<file path="src/sv/utf8sv_pkg.sv">
// ----------------------------------------------------------------------------
// utf8sv_pkg
// Shared types and status codes for the UTF-8 sequence validator.
// ----------------------------------------------------------------------------
package utf8sv_pkg;

  localparam logic [2:0] ST_OK       = 3'd0;
  localparam logic [2:0] ST_EOF      = 3'd1;
  localparam logic [2:0] ST_BADCONT  = 3'd2;
  localparam logic [2:0] ST_OVERLONG = 3'd3;
  localparam logic [2:0] ST_TOOBIG   = 3'd4;
  localparam logic [2:0] ST_BADSTART = 3'd5;

  localparam logic [7:0] CONT_LO    = 8'h80;
  localparam logic [7:0] CONT_HI    = 8'hBF;
  localparam logic [7:0] LEAD_C0    = 8'hC0;
  localparam logic [7:0] LEAD_C2    = 8'hC2;
  localparam logic [7:0] LEAD_E0    = 8'hE0;
  localparam logic [7:0] LEAD_F0    = 8'hF0;
  localparam logic [7:0] LEAD_F5    = 8'hF5;
  localparam logic [7:0] LEAD_F8    = 8'hF8;
  localparam logic [7:0] OVL3_MASK  = 8'h20;
  localparam logic [7:0] OVL4_MASK  = 8'h30;

  typedef struct packed {
    logic [7:0] data_byte;
    logic       end_of_buffer;
  } in_t;

  typedef struct packed {
    logic [2:0] status;
    logic [2:0] seq_length;
  } out_t;

endpackage

</file>
<file path="src/sv/utf8_sequence_validator_core.sv">
// ----------------------------------------------------------------------------
// utf8_sequence_validator_core
// Checks a UTF-8 byte stream and reports one status per sequence.
// ----------------------------------------------------------------------------
// Takes one byte per cycle while in_stall is low and gives one status per
// sequence once the last byte of the sequence (or the end-of-buffer byte that
// cuts it short) is in. The sequence state is updated in the cycle a byte is
// taken and the status is registered into the output register, or into the
// skid register behind it while the output is stalled. The skid keeps the
// input side running for one more result while the output is stalled;
// in_stall is the registered skid-full flag. Continuation bytes inside a
// sequence that neither finish it nor end the buffer produce no transaction.
module utf8_sequence_validator_core (
  input  logic              clk,
  input  logic              rst_n,
  input  logic              in_valid,
  output logic              in_stall,
  input  utf8sv_pkg::in_t   in_data,
  output logic              out_valid,
  input  logic              out_stall,
  output utf8sv_pkg::out_t  out_data
);

  // sequence state
  logic [1:0] remaining_r, remaining_nxt;
  logic [2:0] total_len_r, total_len_nxt;
  logic       bad_r, bad_nxt;
  logic       ovl_r, ovl_nxt;
  logic       big_r, big_nxt;
  logic [3:0] low_r, low_nxt;

  // output register and skid
  logic             out_valid_r;
  utf8sv_pkg::out_t out_data_r;
  logic             skid_valid_r;
  utf8sv_pkg::out_t skid_data_r;

  logic             accept;
  logic             has_res;
  utf8sv_pkg::out_t res;
  logic [7:0]       b;
  logic             eob;
  logic [1:0]       need;
  logic [1:0]       rem_dec;
  logic [2:0]       idx;
  logic             bad_byte;

  assign accept = in_valid && !skid_valid_r;
  assign b      = in_data.data_byte;
  assign eob    = in_data.end_of_buffer;

  always_comb begin
    remaining_nxt = remaining_r;
    total_len_nxt = total_len_r;
    bad_nxt       = bad_r;
    ovl_nxt       = ovl_r;
    big_nxt       = big_r;
    low_nxt       = low_r;
    has_res       = 1'b0;
    res.status    = utf8sv_pkg::ST_OK;
    res.seq_length = 3'd0;
    need          = 2'd1;
    bad_byte      = (b < utf8sv_pkg::CONT_LO) || (b > utf8sv_pkg::CONT_HI);
    idx           = total_len_r - {1'b0, remaining_r};
    rem_dec       = remaining_r - 2'd1;

    if (remaining_r == 2'd0) begin
      if (b < utf8sv_pkg::CONT_LO) begin
        has_res        = 1'b1;
        res.seq_length = 3'd1;
      end else if (b < utf8sv_pkg::LEAD_C0) begin
        has_res    = 1'b1;
        res.status = utf8sv_pkg::ST_BADSTART;
      end else if (b < utf8sv_pkg::LEAD_C2) begin
        has_res    = 1'b1;
        res.status = utf8sv_pkg::ST_OVERLONG;
      end else if (b >= utf8sv_pkg::LEAD_F8) begin
        has_res    = 1'b1;
        res.status = utf8sv_pkg::ST_BADSTART;
      end else begin
        if (b < utf8sv_pkg::LEAD_E0) begin
          need = 2'd1;
        end else if (b < utf8sv_pkg::LEAD_F0) begin
          need = 2'd2;
        end else begin
          need = 2'd3;
        end
        if (eob) begin
          has_res    = 1'b1;
          res.status = utf8sv_pkg::ST_EOF;
        end else begin
          remaining_nxt = need;
          total_len_nxt = {1'b0, need} + 3'd1;
          bad_nxt       = 1'b0;
          ovl_nxt       = 1'b0;
          big_nxt       = (b >= utf8sv_pkg::LEAD_F5);
          low_nxt       = b[3:0];
        end
      end
    end else begin
      bad_nxt = bad_r | bad_byte;
      // overlong shows in the first continuation byte only
      if (idx == 3'd1) begin
        if (total_len_r == 3'd3 && low_r == 4'd0 &&
            (b & utf8sv_pkg::OVL3_MASK) == 8'd0) begin
          ovl_nxt = 1'b1;
        end
        if (total_len_r == 3'd4 && low_r[2:0] == 3'd0 &&
            (b & utf8sv_pkg::OVL4_MASK) == 8'd0) begin
          ovl_nxt = 1'b1;
        end
      end
      remaining_nxt = rem_dec;
      if (rem_dec != 2'd0) begin
        if (eob) begin
          has_res    = 1'b1;
          res.status = utf8sv_pkg::ST_EOF;
        end
      end else begin
        has_res = 1'b1;
        if (bad_nxt) begin
          res.status = utf8sv_pkg::ST_BADCONT;
        end else if (big_r) begin
          res.status = utf8sv_pkg::ST_TOOBIG;
        end else if (ovl_nxt) begin
          res.status = utf8sv_pkg::ST_OVERLONG;
        end else begin
          res.seq_length = total_len_r;
        end
      end
    end

    // any result resynchronizes at the next byte
    if (has_res) begin
      remaining_nxt = 2'd0;
      total_len_nxt = 3'd0;
      bad_nxt       = 1'b0;
      ovl_nxt       = 1'b0;
      big_nxt       = 1'b0;
      low_nxt       = 4'd0;
    end
  end

  always_ff @(posedge clk) begin
    if (!rst_n) begin
      remaining_r <= 2'd0;
      total_len_r <= 3'd0;
      bad_r       <= 1'b0;
      ovl_r       <= 1'b0;
      big_r       <= 1'b0;
      low_r       <= 4'd0;
    end else if (accept) begin
      remaining_r <= remaining_nxt;
      total_len_r <= total_len_nxt;
      bad_r       <= bad_nxt;
      ovl_r       <= ovl_nxt;
      big_r       <= big_nxt;
      low_r       <= low_nxt;
    end
  end

  // output register with one skid slot
  always_ff @(posedge clk) begin
    if (!rst_n) begin
      out_valid_r  <= 1'b0;
      skid_valid_r <= 1'b0;
    end else if (!out_valid_r || !out_stall) begin
      out_valid_r  <= skid_valid_r || (accept && has_res);
      skid_valid_r <= 1'b0;
    end else if (accept && has_res) begin
      skid_valid_r <= 1'b1;
    end
  end

  always_ff @(posedge clk) begin
    if (!out_valid_r || !out_stall) begin
      if (skid_valid_r) begin
        out_data_r <= skid_data_r;
      end else if (accept && has_res) begin
        out_data_r <= res;
      end
    end else if (accept && has_res) begin
      skid_data_r <= res;
    end
  end

  assign in_stall  = skid_valid_r;
  assign out_valid = out_valid_r;
  assign out_data  = out_data_r;

  // a length is reported exactly for ok sequences
  a_len_ok : assert property (@(posedge clk) disable iff (!rst_n)
    out_valid_r |-> ((out_data_r.status == utf8sv_pkg::ST_OK) ==
                     (out_data_r.seq_length != 3'd0)))
    else $error("seq_length does not match status");

  // skid holds data only behind a full output register
  a_skid_behind : assert property (@(posedge clk) disable iff (!rst_n)
    skid_valid_r |-> out_valid_r)
    else $error("skid full with empty output register");

  // a pending sequence always has a length of two to four bytes
  a_len_range : assert property (@(posedge clk) disable iff (!rst_n)
    remaining_r != 2'd0 |-> (total_len_r >= 3'd2 && total_len_r <= 3'd4 &&
                             {1'b0, remaining_r} < total_len_r))
    else $error("inconsistent sequence length state");

  // too-big leads only come from four-byte sequences
  a_big_len : assert property (@(posedge clk) disable iff (!rst_n)
    big_r |-> total_len_r == 3'd4)
    else $error("too-big flag on short sequence");

endmodule
</file>
<file path="config.mk">
export PLATFORM = sky130hd
export DESIGN_NAME = utf8_sequence_validator_core
export DESIGN_NICKNAME = d
export VERILOG_FILES = /design/src/sv/utf8sv_pkg.sv /design/src/sv/utf8_sequence_validator_core.sv
export SDC_FILE = /design/constraint.sdc
export NUM_CORES = 1
export LEC_CHECK = 0
export ABC_CLOCK_PERIOD_IN_PS = 2520
export BUFFER_PORTS_ARGS = -buffer_cell sky130_fd_sc_hd__buf_4
export CAP_MARGIN = 10
export CORE_AREA = 2 2 62 49
export CTS_CLUSTER_SIZE = 20
export DETAILED_ROUTE_END_ITERATION = 6
export DIE_AREA = 0 0 64 51
export PLACE_DENSITY = 0.76
export SLEW_MARGIN = 20
export SYNTH_ARGS = -nofsm -noshare
export SYNTH_HDL_FRONTEND = slang
export SYNTH_SLANG_ARGS = --single-unit
</file>
<file path="constraint.sdc">
create_clock -name clk -period 2.52 [get_ports clk]
set_input_delay 0.126 -clock clk [delete_from_list [all_inputs] [get_ports clk]]
set_output_delay 0.126 -clock clk [all_outputs]
set_load 0.005 [all_outputs]
</file>
Word level (Yosys, flattened, before mapping)
Index checks and enable logic that the tools add are counted.
{ "classes": {"n_addsub": 3, "n_mux": 72, "order_cmp": 8, "n_reduce_logical": 25, "bitwise_logic": 3, "n_eq_ne": 13} }
{ "ops": {"columns": ["operator", "n"], "rows": [
  ["$mux W3", 18],
  ["$lt A8 B8 Y1 const B", 5],
  ["$mux W1", 30],
  ["$mux W2", 14],
  ["$mux W4", 7],
  ["$mux W6", 3],
  ["$ge A8 B8 Y1 const B", 2],
  ["$logic_not A8 Y1", 2],
  ["$ne A3 B3 Y1 const B", 5],
  ["$gt A8 B8 Y1 const B", 1],
  ["$ne A2 B2 Y1 const B", 4],
  ["$reduce_and A7 Y1", 1],
  ["$logic_and A1 B1 Y1", 6],
  ["$reduce_and A6 Y1", 1],
  ["$reduce_bool A2 Y1", 3],
  ["$logic_not A4 Y1", 1],
  ["$reduce_and A2 Y1", 2],
  ["$add A2 B1 Y3 const B", 1],
  ["$eq A3 B1 Y1 const B", 1],
  ["$eq A3 B2 Y1 const B", 1],
  ["$eq A3 B3 Y1 const B", 1],
  ["$logic_not A1 Y1", 3],
  ["$logic_not A3 Y1", 1],
  ["$logic_or A1 B1 Y1", 3],
  ["7 further kinds", 8]
]} }
{ "word_totals": {"regBits": 26, "input_bits": 13} }

Depth between registers and ports, before layout
{ "logic_depth": {"ltp_word": 16, "ltp_mapped": 7, "mapped_depth_nobuf": 7} }

Least setup slack after synthesis
Ideal clock, no wire load.
{ "synth_timing": {"path_kind": "register to register", "from": "register total_len_r[0]", "to": "register out_data_r (netlist bit out_data[0]), data pin", "path_slack_ns": 0.402, "setup_ns": 0.261, "arrival_ns": 1.857, "period_less_slack_ns": 2.118, "path_stages_with_launch": 8, "cell_sequence": "dfxtp_1 > inv_1 > ha_1 > fa_1 > nand4bb_1 > o2bb2ai_1 > a211oi_2 > a221o_1"} }
{ "synth_between": {"elab_chain_cells": 14, "word_cells_on_any_way": 19, "cone_classes": "add/sub: 1; eq/ne: 3; mux: 11; reduce/logical: 4"} }
{ "synth_rtl": {"columns": ["item", "line", "rtl"], "rows": [
  ["from (decl)", "utf8_sequence_validator_core.sv:26", "logic [2:0] total_len_r, total_len_nxt;"],
  ["from (signal assigned)", "utf8_sequence_validator_core.sv:154", "total_len_r <= total_len_nxt;"],
  ["branches (longest 7 deep; another with $sub A3 B2 Y3)", null, null],
  ["$mux W3 *", "utf8_sequence_validator_core.sv:125", "end else if (ovl_nxt) begin"],
  ["$mux W3 *", "utf8_sequence_validator_core.sv:123", "end else if (big_r) begin"],
  ["$mux W3 *", "utf8_sequence_validator_core.sv:121", "if (bad_nxt) begin"],
  ["$mux W3 *", "utf8_sequence_validator_core.sv:114", "if (rem_dec != 2'd0) begin"],
  ["$mux W6 *", "utf8_sequence_validator_core.sv:67", "if (remaining_r == 2'd0) begin"],
  ["$mux W6 *", "utf8_sequence_validator_core.sv:179", "end else if (accept && has_res) begin"],
  ["$mux W6 *", "utf8_sequence_validator_core.sv:177", "if (skid_valid_r) begin"],
  ["to (signal assigned)", "utf8_sequence_validator_core.sv:178", "out_data_r <= skid_data_r;"],
  ["to (signal assigned)", "utf8_sequence_validator_core.sv:180", "out_data_r <= res;"],
  ["to (decl)", "utf8_sequence_validator_core.sv:34", "utf8sv_pkg::out_t out_data_r;"]
]} }
Every way passes the cells marked *. The select of a mux whose other input is x is not followed.
A chain may end at the register's enable or synchronous reset.

Final worst setup path
Same ends and word-level chain as after synthesis.

==> impl_metrics.ini <==
[status]
status = finished, final reports clean

[power]
power_leakage_uw = 0.000619
p_total_uw = 799
power_per_cell_area_nw_per_um2 = 481
max-vdd-ir-drop_mv = 0.302

[logic_synthesis]
ys_seq_area_share_pct = 45.3
synth_seq_cells = 26
synth.most_common_cell = dfxtp_1
syn_inst = 130
synth_area_leaders = edfxtp_1 25%, dfxtp_1 20%, a22o_1 4.3%
yosys-top-cells-count = 14 x dfxtp_1, 12 x edfxtp_1, 9 x a21oi_1, 8 x nor2_1, 7 x a22o_1
synth_nets = 145
synth.largest_area_cell = edfxtp_1
synthDistinctLibCells = 51
async_flop_share_pct = 0
postSynthAreaPerCell_um2 = 10.9
synth_edf_count = 12
yosys_warnings = 0
syn_area_um2 = 1420
ys.flop_type = dfxtp_1
synth.top_cell.area_share_pct = 25.5

[final_layout]
area_growth_pct = 17.3
drive_gt1_share_pct = 29.0
fillCellCount = 226
multi_input_area_um2 = 723
register_area_um2 = 641
antennaDiodeCount = 0
fin_cells = 193
fin_nets = 171

[sta]
worst_slew_pin_slew_ns = 0.647
setup_slack_ns = 0.149
skew_ns = 0.00847
max_slew_margin_pct = 56.9
setup_viol = 0
slew_violations = 0
final.setup.tns_ns = 0
finalHoldViolations = 0
whs_ns = 0.0180
fin_crit_ns = 2.37
fmax_ghz = 0.422
finalCritPeriodShare_pct = 94.1
rsz0062_at_grt = no

[drt]
wl_met1_um = 1510
post_drt_wl_per_cell_um = 16.0
first_pass_iters = 4
drc_errors = 0
drt_iter0_drc = 42
num_vias = 1150
route.met2.wl_um = 1370
wl_met3_um = 161
ant_nets = 0
viasPerCell = 5.96
drt-total-wl_um = 3090
top_layer = met4

[floorplanning]
rows = 17
coreArea_um2 = 2740
die_area_um2 = 3260
die_h_um = 51
fp.dieW_um = 64
pin_count = 21
start_util_pct = 51.6

[placement]
dpl_worst_slack_ns = 0.175
hpwl_um = 2340
io_buffers = 20
gp_congestion = 0.798
dp_cells = 188

[clocking]
clk_latency_ns = 0.32
htree_levels = 1
ctsRootBufferMaster = clkbuf_4
cts_tree = done
post_cts_buffers = 0
numCtsBuffers = 3
clk_pin_slew_ns = 0.14
clk_path_buf_depth = 2
clock_sinks = 26

[worst_setup_path]
arrival_ns = 2.47
crit_path_start = total_len_r[0]
rrSetupSlack_ns = 0.15
r2r_cells = 7
timing.rr.end = out_data[0]
crit_type = reg2reg
cp_max_fo = 6
timing.rr.start = total_len_r[0]
start_kind = flop
required_ns = 2.61
cp-end-kind = flop

[global_routing]
grt_max_degree = 15
track_usage_pct = 20.8
antenna_found_initial = 0
grt_overflow = 0
first_global_vias = 1055
grt_pass1_wl_um = 5170

[worst_hold_path]
hold_path_end = low_r[1]
holdCritStartpoint = in_data[2]
hp-class = in2reg
hold_depth = 2

[job]
drv_cap = 0
-- sequential cells by signal, summed over array words and instances (netlist names), 2 cells and up --
name / flops
remaining_r: 2
skid_data_r: 6
low_r: 4
out_data: 6
total_len_r: 3
-- kinds of logic after synthesis --
group	count (synthesis)	share of synthesized area [%]
and+or+nand+nor	55	26.7
muxes	1	0.796
buffers and inverters	10	3.62
AOI/OAI and AO/OA	36	21.3
DFF	26	45.3
adders and majority gates	2	2.30
-- layout make-up --
cell class                 instances  area share [%]
multi-input combinational         94            43.6
sequential                        26            38.6
timing repair buffer              25            11.5
tap                               38            2.86
clock buffer                       4            2.19
inverter                           6            1.36
-- through the flow --
| step | utilization [%] | instance area, um^2 |
|---|---|---|
| floorplan | - | 1420 |
| global placement | 58.8 | 1610 |
| detailed placement | 58.8 | 1610 |
| CTS | 60.1 | 1650 |
| global route | 60.5 | 1660 |
| finish | 60.5 | 1660 |
-- worst max-delay path by stage --
stage | cells past startpoint | to | slack [ns]
floorplan | 7 | out_data[0] | 0.40
global placement | 7 | out_data[0] | 0.31
detailed placement | 7 | out_data[0] | 0.17
CTS | 7 | out_data[0] | 0.16
global route | 7 | out_data[0] | 0.03
finish | 7 | out_data[0] | 0.15
-- cells in the final DEF, fill, tap and decap left out, types with 2 or more instances in the layout --
master    instances
a211oi_2          2
a21oi_1           9
a22o_1            7
a31o_2            2
a31oi_1           3
and2_1            4
buf_4            24
clkbuf_4          3
dfxtp_1          14
edfxtp_1         12
inv_1             5
nand2_1           6
nand2b_1          4
nand3_1           6
nand4_1           3
nor2_1            8
nor2b_1           3
nor3_1            4
nor4_1            2
o21ai_0           2
or4_4             2
-- worst max-delay path, stage by stage, from the launching register on --
cell and delay (ns):
dfxtp_1 0.42, inv_1 0.09, ha_1 0.20, fa_1 0.38
nand4bb_1 0.20, o2bb2ai_1 0.33, a211oi_2 0.19, a221o_1 0.33
-- where the power goes --
part	internal (uW)	switching [uW]	total, uW
Clock	88.4	124	213
Combinational	57.9	66.3	124
Sequential	456	5.66	462
-- timing repair --
action	CTS	global route
resized for setup	0	0
hold buffers	0	1
hold endpoints to repair	0	1
-- routing by layer --
metal	vias to the layer above	track usage [%]
met5	-	0
met4	0	8.33
met3	7	4.63
met2	37	32.1
met1	551	28.5
li1	555	-
Note: power is estimated with default switching activity, not from simulation.
